<file path="src/rtl/core/ffra_pkg.sv">
`timescale 1ns / 1ps
// ----------------------------------------------------------------------------
// ffra_pkg
// Shared types and codes of the first-fit rectangle allocator.
// ----------------------------------------------------------------------------
package ffra_pkg;

  localparam int CfgIdxW = 2;
  localparam logic [CfgIdxW-1:0] REG_GRID_WIDTH  = 2'd0;
  localparam logic [CfgIdxW-1:0] REG_GRID_HEIGHT = 2'd1;
  localparam logic [CfgIdxW-1:0] REG_LAYERS      = 2'd2;

  typedef enum logic [3:0] {
    ST_CLEAR,
    ST_IDLE,
    ST_CHECK,
    ST_LAYER,
    ST_ROW_START,
    ST_ROW_RD,
    ST_ROW_CAP,
    ST_SCAN,
    ST_MARK_RD,
    ST_MARK_WR,
    ST_DONE
  } state_t;

  typedef struct packed {
    logic clear_wr;
    logic load_req;
    logic layer_init;
    logic next_layer;
    logic row_init;
    logic next_row;
    logic row_cap;
    logic scan_step;
    logic mark_wr;
    logic emit;
  } cmd_t;

  typedef struct packed {
    logic clr_last;
    logic bad_req;
    logic layers_done;
    logic rows_done;
    logic last_row;
    logic hit;
    logic scan_end;
    logic out_free;
  } sts_t;

endpackage

</file>
<file path="src/rtl/core/ffra_ctrl.sv">
`timescale 1ns / 1ps
// ----------------------------------------------------------------------------
// ffra_ctrl
// Sequencer of the clearing pass, the search and the marking of a request.
// ----------------------------------------------------------------------------
module ffra_ctrl import ffra_pkg::*; (
  input  logic   clk,
  input  logic   rst,
  input  logic   in_valid,
  output logic   in_stall,
  input  sts_t   sts,
  output cmd_t   cmd,
  output state_t state
);

  state_t state_next;

  always_ff @(posedge clk) begin
    if (rst) begin
      state <= ST_CLEAR;
    end else begin
      state <= state_next;
    end
  end

  always_comb begin
    state_next = state;
    cmd        = '0;
    in_stall   = (state != ST_IDLE);
    unique case (state)
      ST_CLEAR: begin
        cmd.clear_wr = 1'b1;
        if (sts.clr_last) state_next = ST_IDLE;
      end
      ST_IDLE: begin
        if (in_valid) begin
          cmd.load_req = 1'b1;
          state_next   = ST_CHECK;
        end
      end
      ST_CHECK: begin
        state_next = sts.bad_req ? ST_DONE : ST_LAYER;
      end
      ST_LAYER: begin
        if (sts.layers_done) begin
          state_next = ST_DONE;
        end else begin
          cmd.layer_init = 1'b1;
          state_next     = ST_ROW_START;
        end
      end
      ST_ROW_START: begin
        if (sts.rows_done) begin
          cmd.next_layer = 1'b1;
          state_next     = ST_LAYER;
        end else begin
          cmd.row_init = 1'b1;
          state_next   = ST_ROW_RD;
        end
      end
      ST_ROW_RD: begin
        state_next = ST_ROW_CAP;
      end
      ST_ROW_CAP: begin
        cmd.row_cap = 1'b1;
        state_next  = sts.last_row ? ST_SCAN : ST_ROW_RD;
      end
      ST_SCAN: begin
        cmd.scan_step = 1'b1;
        if (sts.hit) begin
          state_next = ST_MARK_RD;
        end else if (sts.scan_end) begin
          cmd.next_row = 1'b1;
          state_next   = ST_ROW_START;
        end
      end
      ST_MARK_RD: begin
        state_next = ST_MARK_WR;
      end
      ST_MARK_WR: begin
        cmd.mark_wr = 1'b1;
        state_next  = sts.last_row ? ST_DONE : ST_MARK_RD;
      end
      ST_DONE: begin
        if (sts.out_free) begin
          cmd.emit   = 1'b1;
          state_next = ST_IDLE;
        end
      end
      default: state_next = ST_CLEAR;
    endcase
  end

endmodule

</file>
<file path="config.mk">
export PLATFORM = sky130hd
export DESIGN_NAME = ffra_ctrl
export DESIGN_NICKNAME = d
export VERILOG_FILES = /design/src/rtl/core/ffra_pkg.sv /design/src/rtl/core/ffra_ctrl.sv
export SDC_FILE = /design/constraint.sdc
export NUM_CORES = 1
export LEC_CHECK = 0
export BUFFER_PORTS_ARGS = -buffer_cell sky130_fd_sc_hd__buf_2
export CELL_PAD_IN_SITES_DETAIL_PLACEMENT = 1
export CELL_PAD_IN_SITES_GLOBAL_PLACEMENT = 1
export CORE_AREA = 5 5 48 50
export CTS_CLUSTER_SIZE = 8
export DETAILED_ROUTE_END_ITERATION = 7
export DIE_AREA = 0 0 53 55
export GPL_TIMING_DRIVEN = 0
export PLACE_DENSITY = 0.73
export RECOVER_POWER = 100
export SLEW_MARGIN = 10
export SYNTH_ARGS = -nofsm -noshare
export SYNTH_HDL_FRONTEND = slang
export SYNTH_SLANG_ARGS = --single-unit
</file>
<file path="constraint.sdc">
create_clock -name clk -period 1.5 [get_ports clk]
set_input_delay 0.075 -clock clk [delete_from_list [all_inputs] [get_ports clk]]
set_output_delay 0.075 -clock clk [all_outputs]
set_load 0.01 [all_outputs]
</file>
# --- Word-level counts from Yosys, hierarchy flattened ---
# Cells that the tools add are included.
totals:
  ff_bits: 4
  elab_cells: 45
  output_inout_bits: 15
  input_bits: 11
op_classes:
  n_reduce_logical: 2
  n_mux: 27
  eq_ne: 15
ops:
  columns: ["cell", "count"]
  rows:
  - ["$pmux W4 S11", 1]
  - ["$mux W4", 7]
  - ["$eq A4 B3 Y1 const B", 4]
  - ["$mux W1", 15]
  - ["$eq A4 B4 Y1 const B", 3]
  - ["$eq A4 B2 Y1 const B", 2]
  - ["$mux W2", 3]
  - ["$ne A2 B2 Y1 const B", 3]
  - ["$eq A4 B1 Y1 const B", 1]
  - ["$logic_not A4 Y1", 1]
  - ["$ne A4 B1 Y1 const B", 1]
  - ["$reduce_and A4 Y1", 1]
  - ["$mux W3", 1]
  - ["$ne A3 B3 Y1 const B", 1]

# --- Longest topological paths before layout ---
# Gate-level depths: netlist of the first run.
logic_depth:
  word_depth: 3
  depth_mapped: 6

# --- Worst setup path after synthesis of the first run ---
# OpenSTA, ideal clock, no wires.
synth_path:
  path_type: "register to register"
  start: "register state[1]"
  end: "register state[1]"
  path_slack_ps: -40
  t_arrival_ps: 1405
  setup_time_ps: 136
  n_path_buf: 1
  stages_incl_launch_ff: 6
  cell_sequence: "dfxtp_1 > buf_6 > or4b_4 > o32a_1 > a21oi_1 > a311oi_1"
synth_via:
  elab_chain_len: 3
synth_rtl:
  columns: ["item", "line", "text"]
  rows:
  - ["from (decl)", "ffra_ctrl.sv:13", "output state_t state"]
  - ["from (signal assigned)", "ffra_ctrl.sv:22", "state <= state_next;"]
  - ["$eq A4 B3 Y1, or another cell as far along", "ffra_ctrl.sv:30", "unique case (state)"]
  - ["$ne A3 B3 Y1 (no line) or $ne A2 B2 Y1 (tied branches)", null, null]
  - ["$reduce_and A4 Y1 (no line)", null, null]
# Several ways; a longest one is shown, not always the timed one.
# A chain may end at the register's enable or synchronous reset.

# --- Worst setup path in the final report of the first run ---
# Same ends and word-level chain as after synthesis.

==> metrics, run 1 <==
outcome finished, final reports clean; Num CTS Buffers 3; Mapped Cells 55; Clock Root Buffer clkbuf_4; Crit-path slowest cell or4b_4; Pins Over Slew Limit 0; Biggest register state; Overflow after GRT 0; internal power 0.653 mW; CTS tree done; Max-Cap Viols 0; DPL Wire Length 1190 um; Leak Pwr 0.335 nW; die area 0.00292 mm2; most common cell after layout, fill and taps aside buf_2; number of buffers added on ports 25; post-placement cell count 107; HP Class in2reg; vias per inst 4.99; Placer Congestion 0.804; number of global-route vias before repair 554; RSZ-0062 raised after global routing true; max FFs per register 4; Syn Area/Cell 7.35 um2; post-route insts no fill 115; 1st-iter DRT viols 7; Layout Nets 101; Die H 55 um; area grow syn2layout 70.0%; Final Cell Area 687 um2; Placed Area 569 um2; Net Count, Synth 66; final hold violations 0; largest net degree at the start of global routing 11; Final Critical Period 1500 ps; FF+latch count, synth 4; R2R setup slack 5 ps; core area 0.00186 mm2; worst skew pair latency 230 ps; # clock sinks 4; Buf/Inv on CP 0; # diodes 0; Ports 26; cell area power density 1650 mW/mm2; first-pass GRT wire length 2450 um; Remaining DRCs 0; Ys Warns 0; wire per inst 13.7 um; Top delay family on crit path simple AND/OR/NAND/NOR gates; Tightest Pin Transition 343 ps; Flop pwr share 21.0%; DRT Pass-1 Iters 2; final setup violation count 0; antenna violations before repair 0; Mapped Area 404 um2; share of cells above drive strength 1 54.5%; sw frac 42.4%; sw power 0.481 mW; Die X-Extent 53 um; Critical Path RT 1600 ps; Seq/Total Area, Yosys 19.8%; Clock Path Buffers 2; Detail Route Antenna Nets 0; Top Registers state x4; most frequent cells in the layout buf_2, buf_4, a21oi_1; period utilization 99.7%; DR vias 574; GRT Util Overall 11.2%; Clock Power Share 11.7%; final core occ 36.9%; FILL cells 247; Worst Path Max Fanout 7; relative max-transition margin 76.8%; Gate power share 67.3%; Worst setup EP type flip-flop; cts hold-fix bufs 0; Worst Path Arrival 1590 ps; Distinct cells, synth 33; H-tree depth 1; initial cell density of the core 21.7%; Critical Setup Path Class reg2reg; final setup TNS 0 ps; overall power 1.13 mW; Peak VDD IR 537 uV; Max Fclk 669 MHz; critical path launch point type flip-flop; Cell Chain, Critical Path or4b_4 > o32a_1 > a21oi_2 > a311oi_2; overall routed net length 1580 um; CTS clk-pin slew, worst paths 40 ps; Slowest Stage Delay on Critical Path 540 ps; FP Rows 16; clk_skew 6.08 ps
## power by group through the flow
stage	combinational, mW	sequential, mW	clock, mW
floorplan	0.401	0.201	0
global placement	0.596	0.196	0
detailed placement	0.612	0.196	0
CTS	0.661	0.205	0.137
global route	0.832	0.244	0.148
finish	0.764	0.238	0.132
## worst paths after layout
path,start,to,cells past startpoint
setup / recovery,state[1],state[1],4
hold / removal,rst,state[1],2
setup reg to reg,state[1],state[1],4
hold reg to reg,state[3],state[2],4
## cells in the mapped netlist
cell type	n	area share (%)
or4b_4	1	3.4
nand2b_1	2	3.1
and3b_1	2	4.3
nand3b_1	1	1.9
dfxtp_1	4	20
or3_1	1	1.5
nor4bb_1	1	2.5
nor2_1	4	3.7
buf_2	2	2.5
and4bb_1	1	3.1
clkbuf_1	2	1.9
nor3_1	2	2.5
nand3_1	3	3.7
o32a_1	1	2.5
o311ai_0	1	2.2
nor2b_1	1	1.5
a31oi_1	1	1.5
nand4b_1	1	2.2
and4_1	1	2.2
o2bb2ai_1	1	2.2
a311oi_1	1	2.2
o2111ai_1	1	2.2
o21a_1	1	1.9
o21ai_0	2	2.5
inv_1	3	2.8
nand2_1	2	1.9
o21bai_1	1	1.9
a21oi_1	6	7.4
inv_2	1	0.93
a211o_1	1	2.2
buf_6	1	2.8
nor3b_1	1	1.9
nor4_1	1	1.5
## timing repair
item | 4_1_cts | 5_1_grt
setup endpoints to repair | 7 | 6
setup buffers | 0 | 6
gates resized for setup | 11 | 13
pin swaps | 0 | 5
hold endpoints to repair | 0 | 0
## per-stage QoR
step	setup slack (ps)	hold WS, ps
6_report	4.96	49.6
5_1_grt	-48.9	51.3
4_1_cts	-1.59	46.1
3_5_place_dp	-55.8	302
3_3_place_gp	-42.7	294
2_1_floorplan	6.18	144
## area by class of cell
| type | count | area (um2) | area share, % |
|---|---|---|---|
| Clock buffer | 3 | 22.5 | 3.28 |
| Multi-Input combinational cell | 42 | 302 | 43.9 |
| Timing Repair Buffer | 31 | 170 | 24.8 |
| Tap cell | 27 | 33.8 | 4.92 |
| Inverter | 4 | 17.5 | 2.55 |
| Buffer | 4 | 48.8 | 7.10 |
| Sequential cell | 4 | 92.6 | 13.5 |
## routing by layer
metal	wire length, um	vias to the layer above	global-route usage, %
met3	115	2	1.88
met1	642	275	12.3
li1	-	276	-
met5	0	-	0
met4	12	0	4.26
met2	810	21	21.5
## logic make-up after synthesis
kind of cell | after synthesis | share of synthesized area [%]
DFF | 4 | 19.8
AOI/OAI and AO/OA | 17 | 28.5
buffers and inverters | 9 | 10.8
and+or+nand+nor | 25 | 40.9
(Power assumes the default switching activity.)
==> inputs of run 2 (changes only) <==
CORE_AREA = 8 8 51 53   (was 5 5 48 50)
DIE_AREA = 0 0 59 61   (was 0 0 53 55)
SKIP_CTS_REPAIR_TIMING = 1   (was default)
==> run 2 against run 1 <==
  * Maximum frequency is 3.4% lower
  * Sequential power down 15%
  * Total power fell by 7.2%
  * Clock-buffer cell count stayed put
  * Largest power group unchanged
  * Utilization decreased by 2.2 points
  * Sequential share of layout area shrank 0.37 points
  * Clock power is essentially flat
  * Combinational power shrank 6.4%
  * Register-to-register slack worse by 50 ps
  * Final area down 6.9%
  * The run now ends with negative setup slack left
  * Setup slack got worse by 52 ps
  * Non-clock buffer count fell by 3
==> metrics, run 2 (synthesis gave the netlist of run 1 again) <==
Remaining DRCs 0 (unchanged); # clock sinks 4 (unchanged); RSZ-0062 raised after global routing true; Slowest Stage Delay on Critical Path 490 ps (-50 ps); Die H 61 um (+11%); Critical Path RT 1590 ps (about the same); Critical Setup Path Class reg2reg; share of cells above drive strength 1 48.2% (-6.3 points); Layout Nets 98 (-3.0%); DRT Pass-1 Iters 3 (+1); Leak Pwr 0.300 nW (-10%); core area 0.00184 mm2 (-1.1%); Max Fclk 646 MHz (-3.4%); Peak VDD IR 347 uV (-35%); sequential cell area 83.8 um2 (-9.5%); FILL cells 246 (-0.40%); Clock Root Buffer clkbuf_4; largest net degree at the start of global routing 11 (unchanged); Top Registers state x4; period utilization 103% (+3.5 points); failing checks negative setup slack; Crit-path slowest cell or4b_4; final core occ 34.7% (-2.2 points); antenna violations before repair 0 (unchanged); outcome finished, violations left; Worst Path Arrival 1640 ps (+50 ps); overall routed net length 1640 um (+3.5%); worst skew pair latency 240 ps (about the same); Overflow after GRT 0 (unchanged); wire per inst 14.6 um (+6.3%); number of buffers added on ports 25 (unchanged); Cell Chain, Critical Path buf_6 > or4b_4 > o32a_1 > a21oi_2 > a311oi_2; relative max-transition margin 74.3% (-2.6 points); GRT Util Overall 8.94% (-2.3 points); FP Rows 16 (unchanged); CTS tree done; max FFs per register 4 (unchanged); R2R setup slack -50 ps (-50 ps); Ports 26 (unchanged); Pins Over Slew Limit 0 (unchanged); overall power 1.05 mW (-7.2%); area grow syn2layout 58.2%; Tightest Pin Transition 381 ps (+38.2 ps); Detail Route Antenna Nets 0 (unchanged); final setup violation count 2 (+2); most frequent cells in the layout buf_2, a21oi_1, nor2_1; Clock Path Buffers 2 (unchanged); # diodes 0 (unchanged); vias per inst 4.96 (-0.72%); most common cell after layout, fill and taps aside buf_2; Max-Cap Viols 0 (unchanged); CTS clk-pin slew, worst paths 40 ps (about the same); Num CTS Buffers 3 (unchanged); final setup TNS -63.2 ps (-63.2 ps); number of global-route vias before repair 525 (-5.2%); critical path launch point type flip-flop; area of the multi-input gates 302 um2 (unchanged); reg-to-reg critical path endpoint state[1]; HP Class in2reg; Worst setup EP type flip-flop; worst setup path endpoint state[1]; setup ws final -47.2 ps (-52.2 ps); Final Critical Period 1550 ps (+52.2 ps); Worst Path Max Fanout 9 (+2); Placer Congestion 0.764 (-5.0%); die area 0.00360 mm2 (+23%); 1st-iter DRT viols 4 (-3); clk_skew 4.33 ps (-1.75 ps); H-tree depth 1 (unchanged); cell area power density 1650 mW/mm2 (-0.28%); DR vias 555 (-3.3%); first-pass GRT wire length 2490 um (+1.7%); DPL Wire Length 1270 um (+7.0%); Worst R2R Path Depth 5 (+1); final hold violations 0 (unchanged); initial cell density of the core 21.9% (+0.24 points); CP Launch Point state[1]; Die X-Extent 59 um (+11%); Reg2Reg Launch Point state[1]; Biggest register state
[run 2: cell types whose count changed in the layout (fill, tap and decap cells not counted), sizes merged]
cell    change
buf         -6
clkbuf      +3
[run 2: through the flow]
| stage | worst slack, ps | instances | area [um2] | hold WS, ps |
|---|---|---|---|---|
| 6_report | -47.2 | 112 | 639 | 54.8 |
| 5_1_grt | -97.5 | 112 | 639 | 53.8 |
| 4_1_cts | -238 | 110 | 592 | 44.5 |
| 3_5_place_dp | -62.6 | 107 | 569 | 291 |
| 3_3_place_gp | -55.3 | 107 | 569 | 289 |
| 2_1_floorplan | 6.18 | 55 | 410 | 144 |
[run 2: critical path, delay by kind of cell, from the launching register on]
kind	cells	cell delay (ps)
flip-flops	1	310
buffers and inverters	1	130
AO/OA/AOI/OAI	3	470
AND/OR/NAND/NOR	1	490
[run 2: power breakdown]
part	internal, mW	switching (mW)	leakage, nW
clock network	0.0896	0.0457	0.0138
registers	0.152	0.0496	0.0339
logic	0.347	0.368	0.253
total	0.589	0.464	0.300
[run 2: how the worst min path moves through the flow]
stage               from  endpoint  slack (ps)  cells past startpoint
detailed placement   rst  state[0]         290                      2
CTS                  rst  state[3]          40                      2
finish               rst  state[3]          50                      2
global placement     rst  state[2]         290                      2
floorplan            rst  state[0]         140                      1
global route         rst  state[3]          50                      2
[run 2: final cells by class]
cell class / instances / area share (%)
multi-input cells: 42 / 47.2
repair buffers: 27 / 21.3
flip-flops and latches: 4 / 13.1
plain buffers: 5 / 7.24
well taps: 27 / 5.28
clock buffers: 3 / 3.52
inverters: 4 / 2.35
[run 2: layer usage]
| layer | vias up | track usage, % | routed length (um) |
|---|---|---|---|
| li1 | 270 | - | - |
| met1 | 259 | 8.64 | 631 |
| met2 | 23 | 15.9 | 820 |
| met3 | 3 | 3.60 | 162 |
| met4 | 0 | 5.12 | 22 |
| met5 | - | 0 | 0 |
